**src/rtl/tmaf_pkg.sv**
```systemverilog
// Shared constants and types for the trackpoint motion acceleration filter.
`default_nettype none
package tmaf_pkg;

	localparam int HistDepth = 4;
	localparam int HistW     = 26;
	localparam int SumW      = HistW + $clog2(HistDepth) + 1;
	localparam int MagW      = 25;
	localparam int MulAW     = 37;
	localparam int MulBW     = 25;
	localparam int MulPW     = MulAW + MulBW;
	localparam int RadW      = 50;
	localparam int RootW     = 25;

	localparam logic [2:0] RegScale    = 3'd0;
	localparam logic [2:0] RegIncline  = 3'd1;
	localparam logic [2:0] RegOffset   = 3'd2;
	localparam logic [2:0] RegMaxAccel = 3'd3;
	localparam logic [2:0] RegMaxDelta = 3'd4;
	localparam logic [2:0] RegAccelEn  = 3'd5;

	typedef struct packed {
		logic            neg_x;
		logic [MagW-1:0] mag_x;
		logic            neg_y;
		logic [MagW-1:0] mag_y;
	} hist_avg_t;

endpackage
`default_nettype wire

```
**src/rtl/tmaf_in_if.sv**
```systemverilog
// Input channel carrying one raw motion event.
`default_nettype none
interface tmaf_in_if;
	logic              valid;
	logic              ready;
	logic signed [8:0] dx;
	logic signed [8:0] dy;
	modport source (output valid, output dx, output dy, input ready);
	modport sink (input valid, input dx, input dy, output ready);
endinterface
`default_nettype wire

```
**src/rtl/tmaf_out_if.sv**
```systemverilog
// Output channel carrying one filtered motion result.
`default_nettype none
interface tmaf_out_if;
	logic               valid;
	logic               ready;
	logic signed [15:0] out_x;
	logic signed [15:0] out_y;
	modport source (output valid, output out_x, output out_y, input ready);
	modport sink (input valid, input out_x, input out_y, output ready);
endinterface
`default_nettype wire

```
**src/rtl/tmaf_hist.sv**
```systemverilog
// Motion history shift registers and averaging.
`default_nettype none
module tmaf_hist (
	input  wire                              clk,
	input  wire                              arst_n,
	input  wire                              push,
	input  wire signed [tmaf_pkg::HistW-1:0] sx,
	input  wire signed [tmaf_pkg::HistW-1:0] sy,
	output tmaf_pkg::hist_avg_t              avg
);
	logic signed [tmaf_pkg::HistW-1:0] hx_q [tmaf_pkg::HistDepth];
	logic signed [tmaf_pkg::HistW-1:0] hy_q [tmaf_pkg::HistDepth];
	logic signed [tmaf_pkg::SumW-1:0]  sum_x, sum_y;
	logic [tmaf_pkg::SumW-1:0]         abs_x, abs_y;

	always_ff @(posedge clk or negedge arst_n) begin
		if (!arst_n) begin
			for (int i = 0; i < tmaf_pkg::HistDepth; i++) begin
				hx_q[i] <= '0;
				hy_q[i] <= '0;
			end
		end else if (push) begin
			hx_q[0] <= sx;
			hy_q[0] <= sy;
			for (int i = 1; i < tmaf_pkg::HistDepth; i++) begin
				hx_q[i] <= hx_q[i-1];
				hy_q[i] <= hy_q[i-1];
			end
		end
	end

	always_comb begin
		sum_x = '0;
		sum_y = '0;
		for (int i = 0; i < tmaf_pkg::HistDepth; i++) begin
			sum_x = sum_x + tmaf_pkg::SumW'(hx_q[i]);
			sum_y = sum_y + tmaf_pkg::SumW'(hy_q[i]);
		end
		abs_x = sum_x[tmaf_pkg::SumW-1] ? tmaf_pkg::SumW'(-sum_x) : tmaf_pkg::SumW'(sum_x);
		abs_y = sum_y[tmaf_pkg::SumW-1] ? tmaf_pkg::SumW'(-sum_y) : tmaf_pkg::SumW'(sum_y);
		// truncation toward zero: divide the magnitude, keep the sign
		avg.neg_x = sum_x[tmaf_pkg::SumW-1];
		avg.neg_y = sum_y[tmaf_pkg::SumW-1];
		avg.mag_x = tmaf_pkg::MagW'(abs_x / tmaf_pkg::HistDepth);
		avg.mag_y = tmaf_pkg::MagW'(abs_y / tmaf_pkg::HistDepth);
	end
endmodule
`default_nettype wire

```
**src/rtl/tmaf_mul.sv**
```systemverilog
// Bit-serial shift-add unsigned multiplier, one multiplier bit per cycle.
`default_nettype none
module tmaf_mul (
	input  wire                              clk,
	input  wire                              arst_n,
	input  wire                              start,
	input  wire [tmaf_pkg::MulAW-1:0]        a,
	input  wire [tmaf_pkg::MulBW-1:0]        b,
	output logic                             done,
	output logic [tmaf_pkg::MulPW-1:0]       prod
);
	localparam int CntW = $clog2(tmaf_pkg::MulBW);
	localparam logic [CntW-1:0] LastCnt = CntW'(tmaf_pkg::MulBW - 1);

	logic [tmaf_pkg::MulAW-1:0] a_q;
	logic [tmaf_pkg::MulPW-1:0] p_q;
	logic [CntW-1:0]            cnt_q;
	logic                       busy_q, done_q;
	logic [tmaf_pkg::MulAW:0]   psum;

	assign psum = {1'b0, p_q[tmaf_pkg::MulPW-1 -: tmaf_pkg::MulAW]}
		+ (p_q[0] ? {1'b0, a_q} : '0);

	always_ff @(posedge clk or negedge arst_n) begin
		if (!arst_n) begin
			busy_q <= 1'b0;
			done_q <= 1'b0;
			cnt_q  <= '0;
		end else begin
			done_q <= 1'b0;
			if (start) begin
				busy_q <= 1'b1;
				cnt_q  <= '0;
			end else if (busy_q) begin
				cnt_q <= cnt_q + 1'b1;
				if (cnt_q == LastCnt) begin
					busy_q <= 1'b0;
					done_q <= 1'b1;
				end
			end
		end
	end

	always_ff @(posedge clk) begin
		if (start) begin
			a_q <= a;
			p_q <= {{tmaf_pkg::MulAW{1'b0}}, b};
		end else if (busy_q) begin
			p_q <= {psum, p_q[tmaf_pkg::MulBW-1:1]};
		end
	end

	assign done = done_q;
	assign prod = p_q;
endmodule
`default_nettype wire

```
**src/rtl/tmaf_sqrt.sv**
```systemverilog
// Digit-serial integer square root, one result bit per cycle.
`default_nettype none
module tmaf_sqrt (
	input  wire                               clk,
	input  wire                               arst_n,
	input  wire                               start,
	input  wire [tmaf_pkg::RadW-1:0]          rad,
	output logic                              done,
	output logic [tmaf_pkg::RootW-1:0]        root
);
	localparam int CntW = $clog2(tmaf_pkg::RootW);
	localparam int RemW = tmaf_pkg::RootW + 3;
	localparam logic [CntW-1:0] LastCnt = CntW'(tmaf_pkg::RootW - 1);

	logic [tmaf_pkg::RadW-1:0]  rad_q;
	logic [tmaf_pkg::RootW-1:0] root_q;
	logic [RemW-1:0]            rem_q, rem_n, trial;
	logic [CntW-1:0]            cnt_q;
	logic                       busy_q, done_q;

	assign rem_n = {rem_q[RemW-3:0], rad_q[tmaf_pkg::RadW-1 -: 2]};
	assign trial = {1'b0, root_q, 2'b01};

	always_ff @(posedge clk or negedge arst_n) begin
		if (!arst_n) begin
			busy_q <= 1'b0;
			done_q <= 1'b0;
			cnt_q  <= '0;
		end else begin
			done_q <= 1'b0;
			if (start) begin
				busy_q <= 1'b1;
				cnt_q  <= '0;
			end else if (busy_q) begin
				cnt_q <= cnt_q + 1'b1;
				if (cnt_q == LastCnt) begin
					busy_q <= 1'b0;
					done_q <= 1'b1;
				end
			end
		end
	end

	always_ff @(posedge clk) begin
		if (start) begin
			rad_q  <= rad;
			root_q <= '0;
			rem_q  <= '0;
		end else if (busy_q) begin
			rad_q <= {rad_q[tmaf_pkg::RadW-3:0], 2'b00};
			if (rem_n >= trial) begin
				rem_q  <= rem_n - trial;
				root_q <= {root_q[tmaf_pkg::RootW-2:0], 1'b1};
			end else begin
				rem_q  <= rem_n;
				root_q <= {root_q[tmaf_pkg::RootW-2:0], 1'b0};
			end
		end
	end

	assign done = done_q;
	assign root = root_q;
endmodule
`default_nettype wire

```
**src/rtl/trackpoint_motion_accel_filter.sv**
```systemverilog
// Trackpoint motion filter: history average, serial acceleration, clipping.
// Usage:
//  - in_ch carries one raw (dx, dy) event; a transfer needs valid and ready high.
//  - out_ch carries one (out_x, out_y) result per event, in order.
//  - APB port writes and reads the six registers at byte address 4*i;
//    pready is always high, write only while the block is idle.
// Sequence:
//  - Accelerating mode: after the input transfer the block averages, forms the
//    two serial squares, the serial square root, magnitude*incline and the final
//    two serial products, then loads the output register.
//  - Constant mode: after averaging, the clipped average loads the output register.
//  - One event is in flight at a time; in_ch.ready is high only when idle,
//    so a new event is taken only after the last result has moved to the output register.
//    The serial multipliers and root unit are shared across the steps.
// Stall:
//  - A finished result waits in the output register; a new event is
//    still taken, and its result waits until the old one is transferred.
// Reset:
//  - arst_n clears the history to zero, loads register defaults, empties output.
`default_nettype none
module trackpoint_motion_accel_filter (
	input  wire               clk,
	input  wire               arst_n,
	tmaf_in_if.sink           in_ch,
	tmaf_out_if.source        out_ch,
	input  wire               psel,
	input  wire               penable,
	input  wire               pwrite,
	input  wire  [4:0]        paddr,
	input  wire  [31:0]       pwdata,
	output logic [31:0]       prdata,
	output logic              pready
);
	localparam logic [2:0] S_IDLE = 3'd0;
	localparam logic [2:0] S_AVG  = 3'd1;
	localparam logic [2:0] S_SQ   = 3'd2;
	localparam logic [2:0] S_ROOT = 3'd3;
	localparam logic [2:0] S_FAC  = 3'd4;
	localparam logic [2:0] S_FIN  = 3'd5;
	localparam logic [2:0] S_WAIT = 3'd6;

	logic [16:0] scale_q;
	logic [15:0] incline_q, offset_q, max_accel_q;
	logic [14:0] delta_lim_q;
	logic        accel_q;

	logic [2:0]  state_q;
	logic        in_fire, cfg_wr, out_load;
	logic [2:0]  cfg_idx;

	logic signed [26:0] px, py;
	tmaf_pkg::hist_avg_t avg;

	logic [tmaf_pkg::MagW-1:0] mx_q, my_q;
	logic                      nx_q, ny_q;

	logic                        m0_start, m1_start, m0_done, m1_done;
	logic [tmaf_pkg::MulAW-1:0]  m0_a, m1_a;
	logic [tmaf_pkg::MulBW-1:0]  m0_b, m1_b;
	logic [tmaf_pkg::MulPW-1:0]  p0, p1;
	logic                        sq_start, sq_done;
	logic [tmaf_pkg::RootW-1:0]  root;
	logic [tmaf_pkg::RadW-1:0]   rad;

	logic [42:0]                 fac_sum, fac_cap;
	logic [tmaf_pkg::MulAW-1:0]  factor_c;

	logic [15:0] res_x_q, res_y_q;
	logic        out_valid_q;
	logic [15:0] out_x_q, out_y_q;

	function automatic logic [15:0] clip_sign(input logic [25:0] m, input logic neg,
		input logic [14:0] lim);
		logic [15:0] c;
		c = (m > {11'd0, lim}) ? {1'b0, lim} : m[15:0];
		return neg ? 16'(-c) : c;
	endfunction

	// configuration port
	assign pready  = 1'b1;
	assign cfg_idx = paddr[4:2];
	assign cfg_wr  = psel && penable && pwrite;

	always_ff @(posedge clk or negedge arst_n) begin
		if (!arst_n) begin
			scale_q     <= 17'd65536;
			incline_q   <= 16'd4260;
			offset_q    <= 16'd0;
			max_accel_q <= 16'd1178;
			delta_lim_q <= 15'd30720;
			accel_q     <= 1'b1;
		end else if (cfg_wr) begin
			case (cfg_idx)
				tmaf_pkg::RegScale:    scale_q <= (pwdata[16:0] > 17'd65536) ?
					17'd65536 : pwdata[16:0];
				tmaf_pkg::RegIncline:  incline_q   <= pwdata[15:0];
				tmaf_pkg::RegOffset:   offset_q    <= pwdata[15:0];
				tmaf_pkg::RegMaxAccel: max_accel_q <= pwdata[15:0];
				tmaf_pkg::RegMaxDelta: delta_lim_q <= pwdata[14:0];
				tmaf_pkg::RegAccelEn:  accel_q     <= pwdata[0];
				default: ;
			endcase
		end
	end

	always_comb begin
		case (cfg_idx)
			tmaf_pkg::RegScale:    prdata = {15'd0, scale_q};
			tmaf_pkg::RegIncline:  prdata = {16'd0, incline_q};
			tmaf_pkg::RegOffset:   prdata = {16'd0, offset_q};
			tmaf_pkg::RegMaxAccel: prdata = {16'd0, max_accel_q};
			tmaf_pkg::RegMaxDelta: prdata = {17'd0, delta_lim_q};
			tmaf_pkg::RegAccelEn:  prdata = {31'd0, accel_q};
			default:               prdata = 32'd0;
		endcase
	end

	// input scaling and history
	assign in_ch.ready = (state_q == S_IDLE);
	assign in_fire     = in_ch.valid && in_ch.ready;
	assign px = 27'($signed({{18{in_ch.dx[8]}}, in_ch.dx}) * $signed({10'd0, scale_q}));
	assign py = 27'($signed({{18{in_ch.dy[8]}}, in_ch.dy}) * $signed({10'd0, scale_q}));

	tmaf_hist u_hist (
		.clk    (clk),
		.arst_n (arst_n),
		.push   (in_fire),
		.sx     (px[tmaf_pkg::HistW-1:0]),
		.sy     (py[tmaf_pkg::HistW-1:0]),
		.avg    (avg)
	);

	// serial arithmetic units
	assign rad     = p0[tmaf_pkg::RadW-1:0] + p1[tmaf_pkg::RadW-1:0];
	assign fac_sum = {2'd0, p0[40:0]} + {11'd0, offset_q, 16'd0};
	assign fac_cap = {7'd0, max_accel_q, 20'd0};
	assign factor_c = (fac_sum > fac_cap) ? fac_cap[tmaf_pkg::MulAW-1:0]
		: fac_sum[tmaf_pkg::MulAW-1:0];

	assign m0_start = (state_q == S_AVG && accel_q) || (state_q == S_ROOT && sq_done)
		|| (state_q == S_FAC && m0_done);
	assign m1_start = (state_q == S_AVG && accel_q) || (state_q == S_FAC && m0_done);
	assign sq_start = (state_q == S_SQ && m0_done);

	always_comb begin
		case (state_q)
			S_AVG: begin
				m0_a = {12'd0, avg.mag_x};
				m0_b = avg.mag_x;
			end
			S_ROOT: begin
				m0_a = {21'd0, incline_q};
				m0_b = root;
			end
			default: begin
				m0_a = factor_c;
				m0_b = mx_q;
			end
		endcase
		if (state_q == S_AVG) begin
			m1_a = {12'd0, avg.mag_y};
			m1_b = avg.mag_y;
		end else begin
			m1_a = factor_c;
			m1_b = my_q;
		end
	end

	tmaf_mul u_mul0 (
		.clk (clk), .arst_n (arst_n), .start (m0_start),
		.a (m0_a), .b (m0_b), .done (m0_done), .prod (p0)
	);

	tmaf_mul u_mul1 (
		.clk (clk), .arst_n (arst_n), .start (m1_start),
		.a (m1_a), .b (m1_b), .done (m1_done), .prod (p1)
	);

	tmaf_sqrt u_sqrt (
		.clk (clk), .arst_n (arst_n), .start (sq_start),
		.rad (rad), .done (sq_done), .root (root)
	);

	// sequencer
	assign out_load = (state_q == S_WAIT) && (!out_valid_q || out_ch.ready);

	always_ff @(posedge clk or negedge arst_n) begin
		if (!arst_n) begin
			state_q     <= S_IDLE;
			out_valid_q <= 1'b0;
		end else begin
			if (out_load)
				out_valid_q <= 1'b1;
			else if (out_ch.ready)
				out_valid_q <= 1'b0;
			case (state_q)
				S_IDLE: if (in_fire) state_q <= S_AVG;
				S_AVG:  state_q <= accel_q ? S_SQ : S_WAIT;
				S_SQ:   if (m0_done) state_q <= S_ROOT;
				S_ROOT: if (sq_done) state_q <= S_FAC;
				S_FAC:  if (m0_done) state_q <= S_FIN;
				S_FIN:  if (m0_done && m1_done) state_q <= S_WAIT;
				S_WAIT: if (out_load) state_q <= S_IDLE;
				default: state_q <= S_IDLE;
			endcase
		end
	end

	always_ff @(posedge clk) begin
		if (state_q == S_AVG) begin
			mx_q    <= avg.mag_x;
			my_q    <= avg.mag_y;
			nx_q    <= avg.neg_x;
			ny_q    <= avg.neg_y;
			// constant mode result, dropped by the accelerated path later
			res_x_q <= clip_sign({9'd0, avg.mag_x[24:8]}, avg.neg_x, delta_lim_q);
			res_y_q <= clip_sign({9'd0, avg.mag_y[24:8]}, avg.neg_y, delta_lim_q);
		end
		if (state_q == S_FIN && m0_done) begin
			res_x_q <= clip_sign(p0[61:36], nx_q, delta_lim_q);
			res_y_q <= clip_sign(p1[61:36], ny_q, delta_lim_q);
		end
		if (out_load) begin
			out_x_q <= res_x_q;
			out_y_q <= res_y_q;
		end
	end

	assign out_ch.valid = out_valid_q;
	assign out_ch.out_x = out_x_q;
	assign out_ch.out_y = out_y_q;

`ifndef SYNTHESIS
	a_accept_starts: assert property (@(posedge clk) disable iff (!arst_n)
		in_fire |=> state_q == S_AVG)
		else $error("input transfer did not start averaging");
	a_mul_done_state: assert property (@(posedge clk) disable iff (!arst_n)
		m0_done |-> (state_q == S_SQ || state_q == S_FAC || state_q == S_FIN))
		else $error("multiplier finished outside a multiply step");
	a_root_state: assert property (@(posedge clk) disable iff (!arst_n)
		sq_done |-> state_q == S_ROOT)
		else $error("square root finished outside its step");
	a_out_clipped: assert property (@(posedge clk) disable iff (!arst_n)
		out_ch.valid |-> ($signed(out_ch.out_x) <= $signed({2'b0, delta_lim_q})
		&& $signed(out_ch.out_x) >= -$signed({2'b0, delta_lim_q})
		&& $signed(out_ch.out_y) <= $signed({2'b0, delta_lim_q})
		&& $signed(out_ch.out_y) >= -$signed({2'b0, delta_lim_q})))
		else $error("output beyond delta limit");
`endif
endmodule
`default_nettype wire

```
**src/flat_wrapper.sv**
```systemverilog
// flat-port wrapper written by rule: the top's interface ports become plain ports
module trackpoint_motion_accel_filter_flat 
  (clk, arst_n, psel, penable, pwrite, paddr, pwdata, prdata, pready, in_ch_valid, in_ch_dx, in_ch_dy, in_ch_ready, out_ch_valid, out_ch_out_x, out_ch_out_y, out_ch_ready);
  tmaf_in_if in_ch_i ();
  tmaf_out_if out_ch_i ();
  input  wire clk;
  input  wire arst_n;
  input  wire psel;
  input  wire penable;
  input  wire pwrite;
  input  wire  [4:0] paddr;
  input  wire  [31:0] pwdata;
  output logic [31:0] prdata;
  output logic pready;
  input wire logic [$bits(in_ch_i.valid)-1:0] in_ch_valid;
  input wire logic [$bits(in_ch_i.dx)-1:0] in_ch_dx;
  input wire logic [$bits(in_ch_i.dy)-1:0] in_ch_dy;
  output wire logic [$bits(in_ch_i.ready)-1:0] in_ch_ready;
  output wire logic [$bits(out_ch_i.valid)-1:0] out_ch_valid;
  output wire logic [$bits(out_ch_i.out_x)-1:0] out_ch_out_x;
  output wire logic [$bits(out_ch_i.out_y)-1:0] out_ch_out_y;
  input wire logic [$bits(out_ch_i.ready)-1:0] out_ch_ready;
  assign in_ch_i.valid = in_ch_valid;
  assign in_ch_i.dx = in_ch_dx;
  assign in_ch_i.dy = in_ch_dy;
  assign in_ch_ready = in_ch_i.ready;
  assign out_ch_valid = out_ch_i.valid;
  assign out_ch_out_x = out_ch_i.out_x;
  assign out_ch_out_y = out_ch_i.out_y;
  assign out_ch_i.ready = out_ch_ready;
  trackpoint_motion_accel_filter u_core (.clk(clk), .arst_n(arst_n), .in_ch(in_ch_i), .out_ch(out_ch_i), .psel(psel), .penable(penable), .pwrite(pwrite), .paddr(paddr), .pwdata(pwdata), .prdata(prdata), .pready(pready));
endmodule
```
**config.mk**
```make
export PLATFORM = sky130hd
export DESIGN_NAME = trackpoint_motion_accel_filter_flat
export DESIGN_NICKNAME = d
export VERILOG_FILES = /design/src/rtl/tmaf_pkg.sv /design/src/rtl/tmaf_in_if.sv /design/src/rtl/tmaf_out_if.sv /design/src/rtl/tmaf_hist.sv /design/src/rtl/tmaf_mul.sv /design/src/rtl/tmaf_sqrt.sv /design/src/rtl/trackpoint_motion_accel_filter.sv /design/src/flat_wrapper.sv
export SDC_FILE = /design/constraint.sdc
export NUM_CORES = 2
export LEC_CHECK = 0
export ABC_AREA = 1
export BUFFER_PORTS_ARGS = -buffer_cell sky130_fd_sc_hd__buf_2
export CORE_ASPECT_RATIO = 2
export CORE_MARGIN = 2
export CORE_UTILIZATION = 28
export DETAILED_ROUTE_END_ITERATION = 10
export GPL_ROUTABILITY_DRIVEN = 0
export PLACE_DENSITY_LB_ADDON = 0.1
export SLEW_MARGIN = 20
export SYNTH_ARGS = -nofsm -noshare
export SYNTH_HDL_FRONTEND = slang
export SYNTH_SLANG_ARGS = --single-unit
```
**constraint.sdc**
```tcl
create_clock -name clk -period 11.7 [get_ports clk]
set_input_delay 1.755 -clock clk [delete_from_list [all_inputs] [get_ports clk]]
set_output_delay 1.755 -clock clk [all_outputs]
set_load 0.02 [all_outputs]
```
# == After elaboration in Yosys (flattened, before gate mapping) ==
# Cells that the tools add are included.
# totals
elab_cells,186
out_inout_bits,67
ff_bits,729
input_bits,62
# op_classes
order_cmp,7
add_sub_neg,20
mux,65
n_reduce_logical,29
n_mul,2
eq_ne,20
# op_table
cell,n
$mux 16,12
$mux 25,6
$mux 37,3
$pmux 17 s6,1
$mux 50,2
$add 37x37->38,2
$pmux 37 s2,1
$neg 16->16,4
$add 28x26->29,2
$add 27x26->28,2
$add 26x26->27,2
$mux 27,2
$neg 27->27,2
$gt 26x15->1,2
$mul 9x18->26,2
$add 50x50->50,1
$pmux 25 s2,1
$gt 43x36->1,1
$add 41x32->42,1
$gt 17x15->1,2
$mux 5,6
$ge 28x27->1,1
$mux 26,1
$sub 26x26->26,1
19 further kinds,83

# == Depth between registers and ports, before layout ==
# logic_depth
ltp_word,11
depth_mapped,46
ltp_nobuf,45

# == Cells and area by module ==
# Synthesis repeated with hierarchy kept, for this count alone.
# unflattened
cells_unflattened,8896
area_unflattened_um2,63455.9
# modules_own_cells
module,seq_area_each_um2,cells_per_inst,instances,area_each_um2
trackpoint_motion_accel_filter,5378.9,3893,1,27647.8
tmaf_hist,5205.0,2212,1,15999.1
tmaf_mul,2777.7,942,2,6739.0
tmaf_sqrt,2697.6,907,1,6331.1

# == Least setup slack after synthesis ==
# No wires, ideal clock.
# synth_path
path_kind,input -> register
from,in in_ch_dx[7]
to,reg u_core.u_hist.hx_q[103] (netlist bit)
path_slack_ps,4547
path_buffers,2
t_arrival_ps,7020
cell_stages,27
path_cell_list,clkbuf_1 clkbuf_1 nand2_1 fa_1 fa_1 inv_1 fa_1 fa_1 fa_1 ha_1 a21oi_1 inv_1 a31oi_1 o21ai_0 a21oi_1 nor3_1 nor2_1 o21ai_0 nand3_1 nand2_1 nand3_1 nand2_1 nand2_1 a21oi_1 nor2_1 xnor2_1 o21ai_0
# synth_via
elab_chain_cells,1
# synth_lines
item,line_no,rtl
from (decl),flat_wrapper.sv:16,input wire logic [$bits(in_ch_i.dx)-1:0] in_ch_dx;
$mul 9x18->26,trackpoint_motion_accel_filter.sv:121,"assign px = 27'($signed({{18{in_ch.dx[8]}}, in_ch.dx}) * $signed({10'd0, scale_q}));"
"to (signal, indexed assignment)",tmaf_hist.sv:26,hx_q[i] <= hx_q[i-1];
to (decl),tmaf_hist.sv:11,logic signed [tmaf_pkg::HistW-1:0] hx_q [tmaf_pkg::HistDepth];
# Every way passes these cells.
# A chain may end at the register's enable or synchronous reset.

==> reports/metrics.cfg <==
[synth]
synth_compound_area_frac = 0.128
ys_ff_latch = 729
post_synth.cell_area_avg_um2 = 7.61
synth-edff-count = 265
synth_top_family_by_area = simple AND/OR/NAND/NOR gates
syn-cell-area_um2 = 59300
ys_async_sr_fraction = 0.431
synth_cells = 7786
synth-seq-area-share = 0.318
yosys.area_share.adder = 0.202
synthMuxAreaShare = 0.000338
yosys_warnings = 0
synthFlopType = dfrtp_1
synth-xor-area-share = 0.0306
synth_simple_gate_area_frac = 0.214
yosysUniqueCellTypes = 73

[global_route]
antenna_found_initial = 22
grt.total_usage = 0.217
grt_pass1_wl_mm = 342
grt_overflow = 0
grt_max_degree = 142
first_global_vias = 52320

[drt]
ant_nets = 0
wl_per_cell_um = 22.0
vias = 50951
avgViaCountPerCell = 4.79
drc = 0
wl_mm = 233
drt_iter0_markers = 2786
first_pass_iters = 7

[setup_path]
cp.arrival_ns = 8.64
path_common_cell = nand2_1
cp.required_ns = 12.11
critPathBufInv = 4
end_kind = register
path_delay_family = simple AND/OR/NAND/NOR gates
slowest_stage = xor2_1
path_class = reg -> reg
startpoint_type = register
path_max_fanout = 44
crit_path_max_incr_delay_ns = 0.77

[clocking]
cts_hold_buf = 0
cts_setup_buffers = 0
clk_pin_slew_ns = 0.07
clock_path_buffers = 3
cts_tree = yes
cts_buffers = 80
htree_levels = 3
root_buffer = clkbuf_16
post_cts_resized = 0
insertion_delay_ns = 0.72
cts.sinks = 729

[floorplan]
num_rows = 238
die_w_um = 329
start_util = 0.282
fp.dieArea_um2 = 216000
die_y_um = 655
pin_count = 129
coreArea_um2 = 210000

[sta]
tightest_slew_ns = 1.28
finalMaxSlewViolations = 0
tns_ns = 0
setup_viol = 0
rsz0062_at_grt = false
hold_violations = 0
clock.fmax_ghz = 0.122
post-route-period-util = 0.703
timing.slew.headroom = 0.142
fin_skew_ns = 0.0522
fin_crit_ns = 8.23

[placement]
place_hpwl_mm = 191
portBuffers = 95

[layout]
layout-drive-gt1-share = 0.0634
final_common_cell = nand2_1
nets = 8616
layout_common_cells = nand2_1, inv_1, o21ai_0
fillerInstances = 23012
syn_to_final_growth_pct = 10.7

[hold_path]
holdCritPathClass = reg -> reg

[status]
status = complete, no violations

[job]
drv_cap = 0

## synth_stat cells (all sizes together) (85+ instances only)
cell	n	share of area
a21oi	380	0.032
clkbuf	222	0.014
dfrtp	299	0.13
dfxtp	150	0.051
edfxtp	265	0.13
fa	322	0.11
ha	442	0.093
inv	1369	0.087
nand2	2098	0.13
nand3	306	0.027
nor2	497	0.034
o21ai	689	0.059
xnor2	85	0.013
xor2	121	0.018
## cell families (layout without fill, tap and decap cells)
logic type / after synthesis / count (layout)
AO/OA/AOI/OAI: 1361 / 1361
XOR/XNOR: 206 / 206
adder cells (fa/ha/maj): 764 / 764
buffers and inverters: 1647 / 1702
flip-flops: 729 / 729
multiplexers: 2 / 2
other: 2 / 33
AND/OR/NAND/NOR: 3075 / 3075
## worst paths after layout
| path | to | cells after the start | startpoint | slack, ns |
|---|---|---|---|---|
| setup reg to reg | u_core.res_x_q[6] | 34 | u_core.u_hist.hx_q[5] | 3.47 |
| hold / removal | u_core.out_ch.out_x[6] | 0 | u_core.res_x_q[6] | 0.42 |
| max in group asynchronous | u_core.u_hist.hy_q[8] | 3 | arst_n | 8.48 |
| setup / recovery | u_core.res_x_q[6] | 34 | u_core.u_hist.hx_q[5] | 3.47 |
| hold reg to reg | u_core.out_ch.out_x[6] | 0 | u_core.res_x_q[6] | 0.42 |
| min in group asynchronous | u_core.u_hist.hx_q[57] | 1 | arst_n | 1.03 |
## layer usage
metal / GRT usage / routed length (µm) / vias to the layer above
met5: 0 / 46 / -
met4: 0.174 / 22600 / 8
met3: 0.0236 / 7880 / 513
met2: 0.415 / 125000 / 1051
met1: 0.206 / 78100 / 24475
li1: - / - / 24904
## sequential cells by signal, summed over array words and instances, names as in the netlist, 17 cells and up
signal / flops
u_core.mx_q: 25
u_core.my_q: 25
u_core.scale_q: 17
u_core.u_hist.hx_q: 104
u_core.u_hist.hy_q: 104
u_core.u_mul0.a_q: 37
u_core.u_mul0.prod: 62
u_core.u_mul1.a_q: 37
u_core.u_mul1.prod: 62
u_core.u_sqrt.rad_q: 50
u_core.u_sqrt.rem_q: 26
u_core.u_sqrt.root: 25
## worst reg2reg max path, delay by kind of cell, from the launching register on
kind / cells / cell delay, ns
buffers and inverters: 4 / 0.85
adders and majority gates: 5 / 2.03
and+or+nand+nor: 20 / 2.37
AOI/OAI and AO/OA: 4 / 1.59
xor gates and xnor gates: 1 / 0.77
DFF: 1 / 0.35
## metrics by stage
step                      setup WS [ns]  hold slack (ns)  cell area, µm²  std cells   util
after floorplan                    4.55            0.400           59300       7802      -
after global placement             3.42            0.404           62800      10468  0.299
after detailed placement           3.46            0.408           62800      10468  0.299
after CTS                          3.44            0.423           65500      10617  0.312
after global routing               3.07            0.426           65600      10625  0.312
final                              3.47            0.421           65600      10632  0.312
## layout make-up
type                       instances  area [µm²]  area share
sequential                       729       18800       0.287
timing repair buffer             180        1140      0.0173
antenna                           15        37.5    0.000572
clock inverter                    41         503     0.00767
multi-input combinational       5426       34300       0.522
clock buffer                     108        2200      0.0335
tap                             2760        3450      0.0527
inverter                        1373        5150      0.0786
Power is left out: the tool's default activity adds up to more than one toggle a clock period on the data nets, which glitch-free logic cannot reach.
